<file path="config.mk">
export PLATFORM = sky130hd
export DESIGN_NAME = varint_zigzag_decoder
export DESIGN_NICKNAME = d
export VERILOG_FILES = /design/src/vzd_pkg.sv /design/src/vzd_front.sv /design/src/vzd_fifo.sv /design/src/vzd_back.sv /design/src/varint_zigzag_decoder.sv
export SDC_FILE = /design/constraint.sdc
export NUM_CORES = 1
export LEC_CHECK = 0
export BUFFER_PORTS_ARGS = -buffer_cell sky130_fd_sc_hd__buf_2
export CAP_MARGIN = 20
export CORE_ASPECT_RATIO = 0.8
export CORE_UTILIZATION = 30
export DETAILED_ROUTE_END_ITERATION = 10
export PLACE_DENSITY = 0.42
export SKIP_CTS_REPAIR_TIMING = 1
export SYNTH_ARGS = -nofsm -noshare
export SYNTH_HDL_FRONTEND = slang
export SYNTH_SLANG_ARGS = --single-unit
</file>
<file path="constraint.sdc">
create_clock -name clk_i -period 5.05 [get_ports clk_i]
set_input_delay 1.01 -clock clk_i [delete_from_list [all_inputs] [get_ports clk_i]]
set_output_delay 1.01 -clock clk_i [all_outputs]
set_load 0.1 [all_outputs]
</file>
<file path="src/vzd_pkg.sv">
// shared constants and types for the varint zigzag decoder
package vzd_pkg;

  localparam int unsigned DefaultValueWidth = 32;
  localparam int unsigned PayloadBits       = 7;
  localparam int unsigned QueueDepth        = 2;

  // control bits that travel with each byte from front to back
  typedef struct packed {
    logic last;    // top bit clear, number ends here
    logic excess;  // byte beyond the position limit, payload ignored
  } vzd_tag_t;

endpackage

</file>
<file path="src/vzd_front.sv">
// front end: accepts stream bytes and tags them with position and end-of-number
module vzd_front #(
  parameter int unsigned MaxBytes = 5
) (
  input  logic                            clk_i,
  input  logic                            rst_ni,
  input  logic                            in_valid_i,
  output logic                            in_ready_o,
  input  logic [7:0]                      in_byte_i,
  input  logic                            full_i,
  output logic                            push_o,
  output logic [$clog2(MaxBytes)-1:0]     pos_o,
  output logic [vzd_pkg::PayloadBits-1:0] payload_o,
  output vzd_pkg::vzd_tag_t               tag_o
);

  localparam int unsigned PosW = $clog2(MaxBytes);
  localparam int unsigned IdxW = $clog2(MaxBytes + 1);

  logic [IdxW-1:0] idx_q, idx_d;
  logic            accept;

  assign in_ready_o = ~full_i;
  assign accept     = in_valid_i & ~full_i;
  assign push_o     = accept;

  assign payload_o  = in_byte_i[vzd_pkg::PayloadBits-1:0];
  assign pos_o      = idx_q[PosW-1:0];
  assign tag_o.last   = ~in_byte_i[7];
  assign tag_o.excess = (idx_q == IdxW'(MaxBytes));

  always_comb begin
    idx_d = idx_q;
    if (accept) begin
      if (!in_byte_i[7]) begin
        idx_d = '0;
      end else if (idx_q != IdxW'(MaxBytes)) begin
        idx_d = idx_q + IdxW'(1);
      end
    end
  end

  always_ff @(posedge clk_i or negedge rst_ni) begin
    if (!rst_ni) begin
      idx_q <= '0;
    end else begin
      idx_q <= idx_d;
    end
  end

`ifndef NO_ASSERTIONS
  a_idx_range: assert property (@(posedge clk_i) disable iff (!rst_ni)
    idx_q <= IdxW'(MaxBytes))
    else $error("byte index beyond limit");

  a_idx_restart: assert property (@(posedge clk_i) disable iff (!rst_ni)
    (accept && !in_byte_i[7]) |=> (idx_q == '0))
    else $error("byte index not cleared after end of number");
`endif

endmodule

</file>
<file path="src/vzd_fifo.sv">
// short queue between front and back
module vzd_fifo #(
  parameter int unsigned DataWidth = 12,
  parameter int unsigned Depth     = vzd_pkg::QueueDepth
) (
  input  logic                 clk_i,
  input  logic                 rst_ni,
  input  logic                 push_i,
  input  logic [DataWidth-1:0] push_data_i,
  output logic                 full_o,
  input  logic                 pop_i,
  output logic                 pop_valid_o,
  output logic [DataWidth-1:0] pop_data_o
);

  localparam int unsigned PtrW = (Depth > 1) ? $clog2(Depth) : 1;
  localparam int unsigned CntW = $clog2(Depth + 1);

  logic [DataWidth-1:0] mem_q [Depth];
  logic [PtrW-1:0]      wr_ptr_q, wr_ptr_d, rd_ptr_q, rd_ptr_d;
  logic [CntW-1:0]      count_q, count_d;
  logic                 do_push, do_pop;

  assign full_o      = (count_q == CntW'(Depth));
  assign pop_valid_o = (count_q != '0);
  assign pop_data_o  = mem_q[rd_ptr_q];
  assign do_push     = push_i & ~full_o;
  assign do_pop      = pop_i & pop_valid_o;

  always_comb begin
    wr_ptr_d = wr_ptr_q;
    rd_ptr_d = rd_ptr_q;
    if (do_push) begin
      wr_ptr_d = (wr_ptr_q == PtrW'(Depth - 1)) ? '0 : wr_ptr_q + PtrW'(1);
    end
    if (do_pop) begin
      rd_ptr_d = (rd_ptr_q == PtrW'(Depth - 1)) ? '0 : rd_ptr_q + PtrW'(1);
    end
    count_d = count_q;
    if (do_push && !do_pop) begin
      count_d = count_q + CntW'(1);
    end else if (do_pop && !do_push) begin
      count_d = count_q - CntW'(1);
    end
  end

  always_ff @(posedge clk_i) begin
    if (do_push) begin
      mem_q[wr_ptr_q] <= push_data_i;
    end
  end

  always_ff @(posedge clk_i or negedge rst_ni) begin
    if (!rst_ni) begin
      wr_ptr_q <= '0;
      rd_ptr_q <= '0;
      count_q  <= '0;
    end else begin
      wr_ptr_q <= wr_ptr_d;
      rd_ptr_q <= rd_ptr_d;
      count_q  <= count_d;
    end
  end

`ifndef NO_ASSERTIONS
  a_count_range: assert property (@(posedge clk_i) disable iff (!rst_ni)
    count_q <= CntW'(Depth))
    else $error("queue fill count beyond depth");
`endif

endmodule

</file>
<file path="src/vzd_back.sv">
// back end: accumulates payload, applies zigzag mapping in signed mode, holds the result register
module vzd_back #(
  parameter int unsigned ValueWidth = vzd_pkg::DefaultValueWidth
) (
  input  logic                                      clk_i,
  input  logic                                      rst_ni,
  input  logic                                      signed_mode_i,
  input  logic                                      pop_valid_i,
  output logic                                      pop_o,
  input  logic [$clog2((ValueWidth + 6) / 7)-1:0]   pos_i,
  input  logic [vzd_pkg::PayloadBits-1:0]           payload_i,
  input  vzd_pkg::vzd_tag_t                         tag_i,
  output logic                                      out_valid_o,
  input  logic                                      out_ready_i,
  output logic [ValueWidth-1:0]                     value_bits_o,
  output logic                                      overlong_o
);

  localparam int unsigned MaxBytes = (ValueWidth + 6) / 7;
  localparam int unsigned ShW      = $clog2(vzd_pkg::PayloadBits * MaxBytes);

  logic [ValueWidth-1:0] acc_q, acc_d, acc_next, placed, half, mapped;
  logic                  ovf_q, ovf_d;
  logic                  out_valid_q, out_valid_d;
  logic [ValueWidth-1:0] value_q;
  logic                  overlong_q;
  logic [ShW-1:0]        shamt;
  logic                  can_load, emit;

  assign shamt    = ShW'(pos_i) * ShW'(vzd_pkg::PayloadBits);
  assign placed   = ValueWidth'(payload_i) << shamt;
  assign acc_next = tag_i.excess ? acc_q : (acc_q | placed);

  // zigzag back: odd gives the inverted half, even the half
  assign half   = acc_next >> 1;
  assign mapped = signed_mode_i ? (acc_next[0] ? ~half : half) : acc_next;

  assign can_load = ~out_valid_q | out_ready_i;
  assign pop_o    = pop_valid_i & (~tag_i.last | can_load);
  assign emit     = pop_o & tag_i.last;

  always_comb begin
    acc_d = acc_q;
    ovf_d = ovf_q;
    if (pop_o) begin
      if (tag_i.last) begin
        acc_d = '0;
        ovf_d = 1'b0;
      end else begin
        acc_d = acc_next;
        ovf_d = ovf_q | tag_i.excess;
      end
    end
    out_valid_d = out_valid_q;
    if (emit) begin
      out_valid_d = 1'b1;
    end else if (out_ready_i) begin
      out_valid_d = 1'b0;
    end
  end

  always_ff @(posedge clk_i or negedge rst_ni) begin
    if (!rst_ni) begin
      acc_q       <= '0;
      ovf_q       <= 1'b0;
      out_valid_q <= 1'b0;
    end else begin
      acc_q       <= acc_d;
      ovf_q       <= ovf_d;
      out_valid_q <= out_valid_d;
    end
  end

  always_ff @(posedge clk_i) begin
    if (emit) begin
      value_q    <= mapped;
      overlong_q <= ovf_q | tag_i.excess;
    end
  end

  assign out_valid_o  = out_valid_q;
  assign value_bits_o = value_q;
  assign overlong_o   = overlong_q;

`ifndef NO_ASSERTIONS
  a_emit_loads: assert property (@(posedge clk_i) disable iff (!rst_ni)
    emit |=> (out_valid_q && acc_q == '0 && !ovf_q))
    else $error("result not loaded or accumulator not cleared");

  a_no_overwrite: assert property (@(posedge clk_i) disable iff (!rst_ni)
    (out_valid_q && !out_ready_i) |-> !emit)
    else $error("pending result overwritten");
`endif

endmodule

</file>
<file path="src/varint_zigzag_decoder.sv">
// top level of the base-128 varint decoder with zigzag signed mapping
//
// usage
// - input channel in_valid_i/in_ready_o/in_byte_i carries one stream byte per item;
//   bit 7 set means more bytes of the same number follow
// - output channel out_valid_o/out_ready_i carries one decoded number per item:
//   value_bits_o and overlong_o
// - cfg_we_i/cfg_wdata_i write signed_mode; change it only while the block is idle
// - throughput: one byte per cycle while the queue is not full, set by the single shift-or into the accumulator
// - out_valid_o rises once the final byte has passed the queue and the back end has
//   loaded the result register; that load waits while an earlier result is still held
// - bytes past the position limit are dropped and flag the number as overlong
// - a stalled receiver holds the result register; the back end keeps folding in
//   continuation bytes, and the front end keeps taking bytes until the two-entry
//   queue fills, then drops in_ready_o
// - reset clears signed_mode, the byte position, accumulator, queue and result valid
module varint_zigzag_decoder #(
  parameter int unsigned ValueWidth = vzd_pkg::DefaultValueWidth
) (
  input  logic                  clk_i,
  input  logic                  rst_ni,
  input  logic                  cfg_we_i,
  input  logic                  cfg_wdata_i,
  input  logic                  in_valid_i,
  output logic                  in_ready_o,
  input  logic [7:0]            in_byte_i,
  output logic                  out_valid_o,
  input  logic                  out_ready_i,
  output logic [ValueWidth-1:0] value_bits_o,
  output logic                  overlong_o
);

  // number of bytes that can carry payload for this value width
  localparam int unsigned MaxBytes = (ValueWidth + 6) / 7;
  localparam int unsigned PosW     = $clog2(MaxBytes);
  localparam int unsigned TagW     = $bits(vzd_pkg::vzd_tag_t);
  localparam int unsigned QueueW   = TagW + PosW + vzd_pkg::PayloadBits;

  // signed mode register
  logic signed_mode_q;

  always_ff @(posedge clk_i or negedge rst_ni) begin
    if (!rst_ni) begin
      signed_mode_q <= 1'b0;
    end else if (cfg_we_i) begin
      signed_mode_q <= cfg_wdata_i;
    end
  end

  // front end outputs
  logic                            push, full;
  logic [PosW-1:0]                 push_pos;
  logic [vzd_pkg::PayloadBits-1:0] push_payload;
  vzd_pkg::vzd_tag_t               push_tag;

  // queue outputs
  logic                            pop, pop_valid;
  logic [QueueW-1:0]               pop_data;
  logic [PosW-1:0]                 pop_pos;
  logic [vzd_pkg::PayloadBits-1:0] pop_payload;
  vzd_pkg::vzd_tag_t               pop_tag;

  vzd_front #(
    .MaxBytes (MaxBytes)
  ) u_front (
    .clk_i      (clk_i),
    .rst_ni     (rst_ni),
    .in_valid_i (in_valid_i),
    .in_ready_o (in_ready_o),
    .in_byte_i  (in_byte_i),
    .full_i     (full),
    .push_o     (push),
    .pos_o      (push_pos),
    .payload_o  (push_payload),
    .tag_o      (push_tag)
  );

  // queue entry layout: tag, position, payload
  vzd_fifo #(
    .DataWidth (QueueW),
    .Depth     (vzd_pkg::QueueDepth)
  ) u_fifo (
    .clk_i       (clk_i),
    .rst_ni      (rst_ni),
    .push_i      (push),
    .push_data_i ({push_tag, push_pos, push_payload}),
    .full_o      (full),
    .pop_i       (pop),
    .pop_valid_o (pop_valid),
    .pop_data_o  (pop_data)
  );

  assign pop_payload = pop_data[vzd_pkg::PayloadBits-1:0];
  assign pop_pos     = pop_data[vzd_pkg::PayloadBits +: PosW];
  assign pop_tag     = vzd_pkg::vzd_tag_t'(pop_data[vzd_pkg::PayloadBits + PosW +: TagW]);

  vzd_back #(
    .ValueWidth (ValueWidth)
  ) u_back (
    .clk_i         (clk_i),
    .rst_ni        (rst_ni),
    .signed_mode_i (signed_mode_q),
    .pop_valid_i   (pop_valid),
    .pop_o         (pop),
    .pos_i         (pop_pos),
    .payload_i     (pop_payload),
    .tag_i         (pop_tag),
    .out_valid_o   (out_valid_o),
    .out_ready_i   (out_ready_i),
    .value_bits_o  (value_bits_o),
    .overlong_o    (overlong_o)
  );

endmodule

</file>
---- After elaboration in Yosys (flattened, before gate mapping) ----
Memory sizes are Yosys's and may differ from the RTL's.
Cells that the tools add are included.
W data, S select, Z words.
word-level totals
  memories kept ........................... 1
  memory bits (writable) .................. 24
  logic and storage cells ................. 59
  input bits .............................. 14
  flip-flop bits (word level) ............. 75
memory list
  name          depth  width  rd ports  clocked after Yosys merged registers in  write ports  RTL line        RTL
  u_fifo.mem_q  2      12     1         0                                        1            vzd_fifo.sv:19  logic [DataWidth-1:0] mem_q [Depth];
cells by class
  shift-type cells ........................ 1
  add/subtract/negate cells ............... 5
  equality and inequality tests ........... 4
  bitwise operators ....................... 14
  multiply operators ...................... 1
  muxes and demuxes ....................... 15
  reductions and logical operators ........ 8
operators by type and width
  kind                   number
  $mux W32               4
  $not A31 Y32           1
  $or A32 B32 Y32        1
  $shl A7 B6 Y32         1
  $mux W1                7
  $mul A3 B3 Y6 const B  1
  $mux W3                2
  $reduce_bool A2 Y1     3
  $and A1 B1 Y1          5
  $mux W2                2
  $not A1 Y1             4
  $add A3 B1 Y3 const B  1
  $eq A3 B3 Y1 const B   1
  $ne A3 B3 Y1 const B   1
  $or A1 B1 Y1           3
  $add A1 B1 Y1 const B  2
  $add A2 B1 Y2 const B  1
  $eq A2 B2 Y1 const B   1
  $logic_and A1 B1 Y1    2
  $logic_not A1 Y1       2
  $ne A2 B1 Y1 const B   1
  $reduce_and A2 Y1      1
  $sub A2 B1 Y2 const B  1

---- Logic depth before layout (Yosys ltp) ----
  depth in word-level cells ............... 8
  gate-level depth with buffers ........... 8
  depth with buffers taken out ............ 7

---- By module ----
From an unflattened synthesis, not the netlist that was laid out.
second synthesis, totals
  cells, all modules ...................... 348
  area total of the unflattened synthesis .. 4555.6 um^2
modules (own cells, without submodules)
  module                 instances  seq. area each (um^2)  cells each  area an instance (um^2)
  vzd_back               1          1841.8                 262         3164.3
  vzd_fifo               1          820.8                  56          1069.8
  vzd_front              1          75.1                   28          281.5
  varint_zigzag_decoder  1          25.0                   2           40.0

---- Least setup slack after synthesis ----
No wires, ideal clock.
  path kind ............................... input-to-reg
  start point ............................. input out_ready_i
  end point ............................... register u_back.overlong_q (netlist: u_back.overlong_o) (enable)
  path slack .............................. 2.020 ns
  data arrival time ....................... 2.619 ns
  buffers on the path ..................... 1
  cell stages on the path ................. 4
  library setup time ...................... 0.410 ns
  path through ............................ nand2b_1 > o21ai_0 > nor2_1 > clkbuf_1
between the ends
  cells in the longest elaborated chain, start to end .. 4
RTL lines
  item                  RTL line                     RTL
  start, declared       varint_zigzag_decoder.sv:28  input logic out_ready_i,
  $or A1 B1 Y1          vzd_back.sv:38               assign can_load = ~out_valid_q | out_ready_i;
  $or A1 B1 Y1          vzd_back.sv:39               assign pop_o = pop_valid_i & (~tag_i.last | can_load);
  $and A1 B1 Y1         vzd_back.sv:39
  $and A1 B1 Y1         vzd_back.sv:40               assign emit = pop_o & tag_i.last;
  net u_back.emit       vzd_back.sv:28               logic can_load, emit;
  end signal, assigned  vzd_back.sv:77               overlong_q <= ovf_q | tag_i.excess;
  end, declared         vzd_back.sv:26               logic overlong_q;
The timed path passes the listed nets, and every way through them passes these cells.
A chain may end at the register's enable or synchronous reset.

---- Worst setup path in the final report ----
  start point ............................. register u_fifo.rd_ptr_q
  end point ............................... register u_back.value_q[8] (netlist: u_back.value_bits_o[8]), data pin
between the ends
  cells in the longest elaborated chain, start to end .. 8
RTL lines
  item                    RTL line        RTL
  start, declared         vzd_fifo.sv:20  logic [PtrW-1:0] wr_ptr_q, wr_ptr_d, rd_ptr_q, rd_ptr_d;
  start signal, assigned  vzd_fifo.sv:60  rd_ptr_q <= rd_ptr_d;
  $mem_v2 Z2 W12 *        n/a
  $mul A3 B3 Y6           vzd_back.sv:30  assign shamt = ShW'(pos_i) * ShW'(vzd_pkg::PayloadBits);
  $shl A7 B6 Y32          vzd_back.sv:31  assign placed = ValueWidth'(payload_i) << shamt;
  $or A32 B32 Y32         vzd_back.sv:32  assign acc_next = tag_i.excess ? acc_q : (acc_q | placed);
  $mux W32 *              vzd_back.sv:32
  $not A31 Y32            vzd_back.sv:36  assign mapped = signed_mode_i ? (acc_next[0] ? ~half : half) : acc_next;
  $mux W32                vzd_back.sv:36
  $mux W32 *              vzd_back.sv:36
  net u_back.mapped[8]    vzd_back.sv:22  logic [ValueWidth-1:0] acc_q, acc_d, acc_next, placed, half, mapped;
  end signal, assigned    vzd_back.sv:76  value_q <= mapped;
  end, declared           vzd_back.sv:25  logic [ValueWidth-1:0] value_q;
Mark *: on every way through the listed nets, which the timed path passes. The rest lies on a longest branch.

==> summary.md <==
| Metric | Value |
|---|---|
| Result of the run | finished, final reports clean |
| Critical path launch point | u_fifo.rd_ptr_q |
| FP Rows | 42 |
| Synthesized area per cell | 11.65 um2 |
| Effective utilization at floorplan | 0.3083 |
| Netlist cell types | 54 |
| CTS H-tree lvls | 3 |
| Ant diodes | 0 |
| Clock root buffer | clkbuf_16 |
| Worst hold margin | 489.0 ps |
| Maximum VDD drop | 0.5702 mV |
| Clock tree from TritonCTS | built |
| Net switching power | 0.002212 W |
| Sequential share of power | 0.334 |
| Vias | 3,868 |
| Routability congestion estimate from global placement | 0.7531 |
| Clock latency reported for the late side of the worst-skew pair | 350 ps |
| Number of global-route vias before repair | 3,732 |
| Number of enable-type register cells in the synthesized netlist | 57 |
| Clock slew at the register clock pins of the worst setup and hold paths | 70 ps |
| Switching portion of total power | 0.5209 |
| Post-DR vias/cell | 5.534 |
| DPL Wire Length | 8.975 mm |
| R2r setup slk | 1920 ps |
| Sequential area share after synthesis | 0.5379 |
| Vertical die dimension | 119.0 um |
| Pin count of the biggest net entering global routing | 52 |
| Netlist area before placement | 5136 um2 |
| Antenna Violating Nets Remaining | 0 |
| Worst flop-to-flop path startpoint | u_fifo.rd_ptr_q |
| Total of flip-flops plus latches after synthesis | 99 |
| Routed len/inst | 19.54 um |
| Transition time of the tightest slew-check pin | 1071 ps |
| Global-route wire length before repair | 21.53 mm |
| Cell count of the worst hold path | 1 |
| Post-route fraction of the period consumed by the critical path | 0.6193 |
| Power Dens Cells | 731.6 nW/um2 |
| Number of cells traversed by the worst register-to-register path | 4 |
| Placed Instance Area | 5537 um2 |
| Path type of the worst setup path | flip-flop to flip-flop |
| Pins Over Slew Limit | 0 |
| Number of violations of the max-capacitance limit | 0 |
| Number of buffer cells added on primary ports | 48 |
| Async S/R FF share, synth | 0.4242 |
| Combinational share of power | 0.516 |
| FMAX | 319.7 MHz |
| Nature of the critical path startpoint | flip-flop |
| Clk_skew | 6.068 ps |
| Power Internal | 0.002035 W |
| Mapped Cells | 441 |
| Detailed-route DRC error count | 0 |
| Setup TNS Final | 0 ps |
| Grt total ovfl | 0 |
| Overall routed net length | 13.66 mm |
| Worst hold-check path type | flip-flop to flip-flop |
| Remaining max-slew budget at the tightest pin | 0.2862 |
| Static leakage | 2.347 nW |
| Layout overhead on the synthesized area | 13.01% |
| Endpoint of the lowest-slack register-to-register path | u_back.value_bits_o[8] |
| Clock network fraction of design power | 0.149 |
| Chip width | 148.3 um |
| Sink Count | 99 |
| Maximum root-to-sink buffer count | 2 |
| Number of failing setup endpoints in the final timing report | 0 |
| Initial antenna violation count | 0 |
| Final instance area | 5804 um2 |
| Ports | 49 |
| Setup repair after global routing missed its margin | false |
| Most area-consuming cells after synthesis | edfxtp_1 33%, dfrtp_1 20%, o221a_2 5.5%, nor3_1 5.5%, a211oi_1 3.7% |
| Setup crit end | u_back.value_bits_o[8] |
| Min cycle time layout | 3128 ps |
| Number of DRC markers after the initial detailed-route iteration | 236 |
| Leading cell types by count after synthesis | 57 x edfxtp_1, 56 x nor3_1, 49 x nor2_1 |
| Nets@finish | 491 |
| Setup crit end kind | flip-flop |
| Aggregate global-route resource usage | 0.1626 |
| Total CTS buffers | 9 |
| Syn_nets | 458 |
| Critical Path Fanout Max | 25 |
| Most instantiated library cell after synthesis | edfxtp_1 |
| Arrival time at the worst endpoint | 3260 ps |
| Area of the die | 17,650 um2 |
| Final hold viol count | 0 |
| Post-synth top area cell | edfxtp_1 |
| Share of final-layout standard cells stronger than drive strength 1 | 0.2630 |
| Top flip-flop cell by instance count after synthesis | edfxtp_1 |
| Std-Cell Core Area | 16,660 um2 |
| Detailed-routing iteration count for the pre-antenna-repair pass | 5 |
| Count of warnings emitted by yosys | 0 |
| Share of the synthesized area in the top cell type | 0.3333 |
| Critical path required time | 5190 ps |
-- worst max-delay path: stages, from the launching register on --
cell	delay, ps
dfrtp_1	540
or3_1	620
a221oi_4	960
nor2_4	360
a211oi_1	420
-- worst min-delay path by stage --
stage / from / endpoint
final: u_fifo.wr_ptr_q / u_fifo.wr_ptr_q
after global routing: u_fifo.wr_ptr_q / u_fifo.wr_ptr_q
after CTS: u_fifo.wr_ptr_q / u_fifo.wr_ptr_q
after detailed placement: u_fifo.wr_ptr_q / u_fifo.wr_ptr_q
after global placement: u_fifo.wr_ptr_q / u_fifo.wr_ptr_q
after floorplan: u_fifo.wr_ptr_q / u_fifo.wr_ptr_q
-- registers in the layout, summed over array words and instances, names as in the netlist --
| signal | count |
|---|---|
| u_fifo.rd_ptr_q | 1 |
| u_front.pos_o | 3 |
| u_fifo.count_q | 2 |
| signed_mode_q | 1 |
| u_back.ovf_q | 1 |
| u_fifo.wr_ptr_q | 1 |
| u_back.overlong_o | 1 |
| u_back.acc_q | 32 |
| u_fifo.mem_q | 24 |
| u_back.value_bits_o | 32 |
| u_back.out_valid_o | 1 |
-- power groups by stage --
stage	sequential [W]	combinational, W	clock, W
after detailed placement	0.00144	0.00220	0
after global routing	0.00146	0.00234	0.000684
after global placement	0.00143	0.00219	0
after floorplan	0.00223	0.000961	0
final	0.00142	0.00219	0.000633
after CTS	0.00143	0.00221	0.000648
-- cell usage in the layout (no fill, tap or decap), types with 3 or more instances in the layout --
master     netlist  final
a22oi_1          5      5
a31oi_1         18     18
buf_2           10     48
inv_1            7      7
a21oi_1          9      9
a221oi_1         9      9
o21ai_0          6      6
edfxtp_1        57     57
nand2_1          5      5
dfrtp_1         42     42
mux2i_1          8      8
a211oi_2         8      8
o211ai_1         5      5
nor2_1          49     48
a221oi_2         9      9
xor2_1           4      4
a211o_1          6      6
mux2_2           5      5
nor3_1          56     56
a211oi_1        25     25
nand2b_1         4      4
nand3_1          3      3
nand3b_1         3      3
buf_4            2     11
clkbuf_16        0      9
clkinv_1         1      3
clkinv_2         0      3
ha_1             3      3
o221a_2         25     25
-- kinds of logic after synthesis --
family                   count (synthesis)  share of synthesized area
AO/OA/AOI/OAI                          134                     0.2334
buffers and inverters                   45                    0.04433
multiplexers                            13                    0.02655
adder cells (fa/ha/maj)                  3                   0.007309
flip-flops                              99                     0.5379
XOR/XNOR                                 6                    0.01023
AND/OR/NAND/NOR                        141                     0.1403
-- per-stage QoR --
stage	cells	power, W	util	worst slack [ps]
final	699	0.004247	0.3484	1922
after detailed placement	682	0.003639	0.3324	1882
after floorplan	441	0.003192	-	2020
after global routing	699	0.004480	0.3484	1757
after CTS	698	0.004282	0.3480	1881
after global placement	682	0.003623	0.3324	1934
-- area by class of cell --
cell class | count | area [um2]
inverter | 8 | 30.03
clock inverter | 6 | 31.28
fill | 1689 | 10850
timing repair buffer | 59 | 322.8
sequential | 99 | 2763
clock buffer | 10 | 229.0
tap | 220 | 275.3
multi-input combinational | 297 | 2153
-- routing by layer --
metal	GRT usage	routed length [um]	vias to the layer above
met5	0	0	-
met1	0.2246	6644	1932
li1	-	-	1831
met4	0.04510	155	0
met3	0.03487	515	12
met2	0.2556	6339	93
No activity file was read; power rests on OpenSTA's default activity.
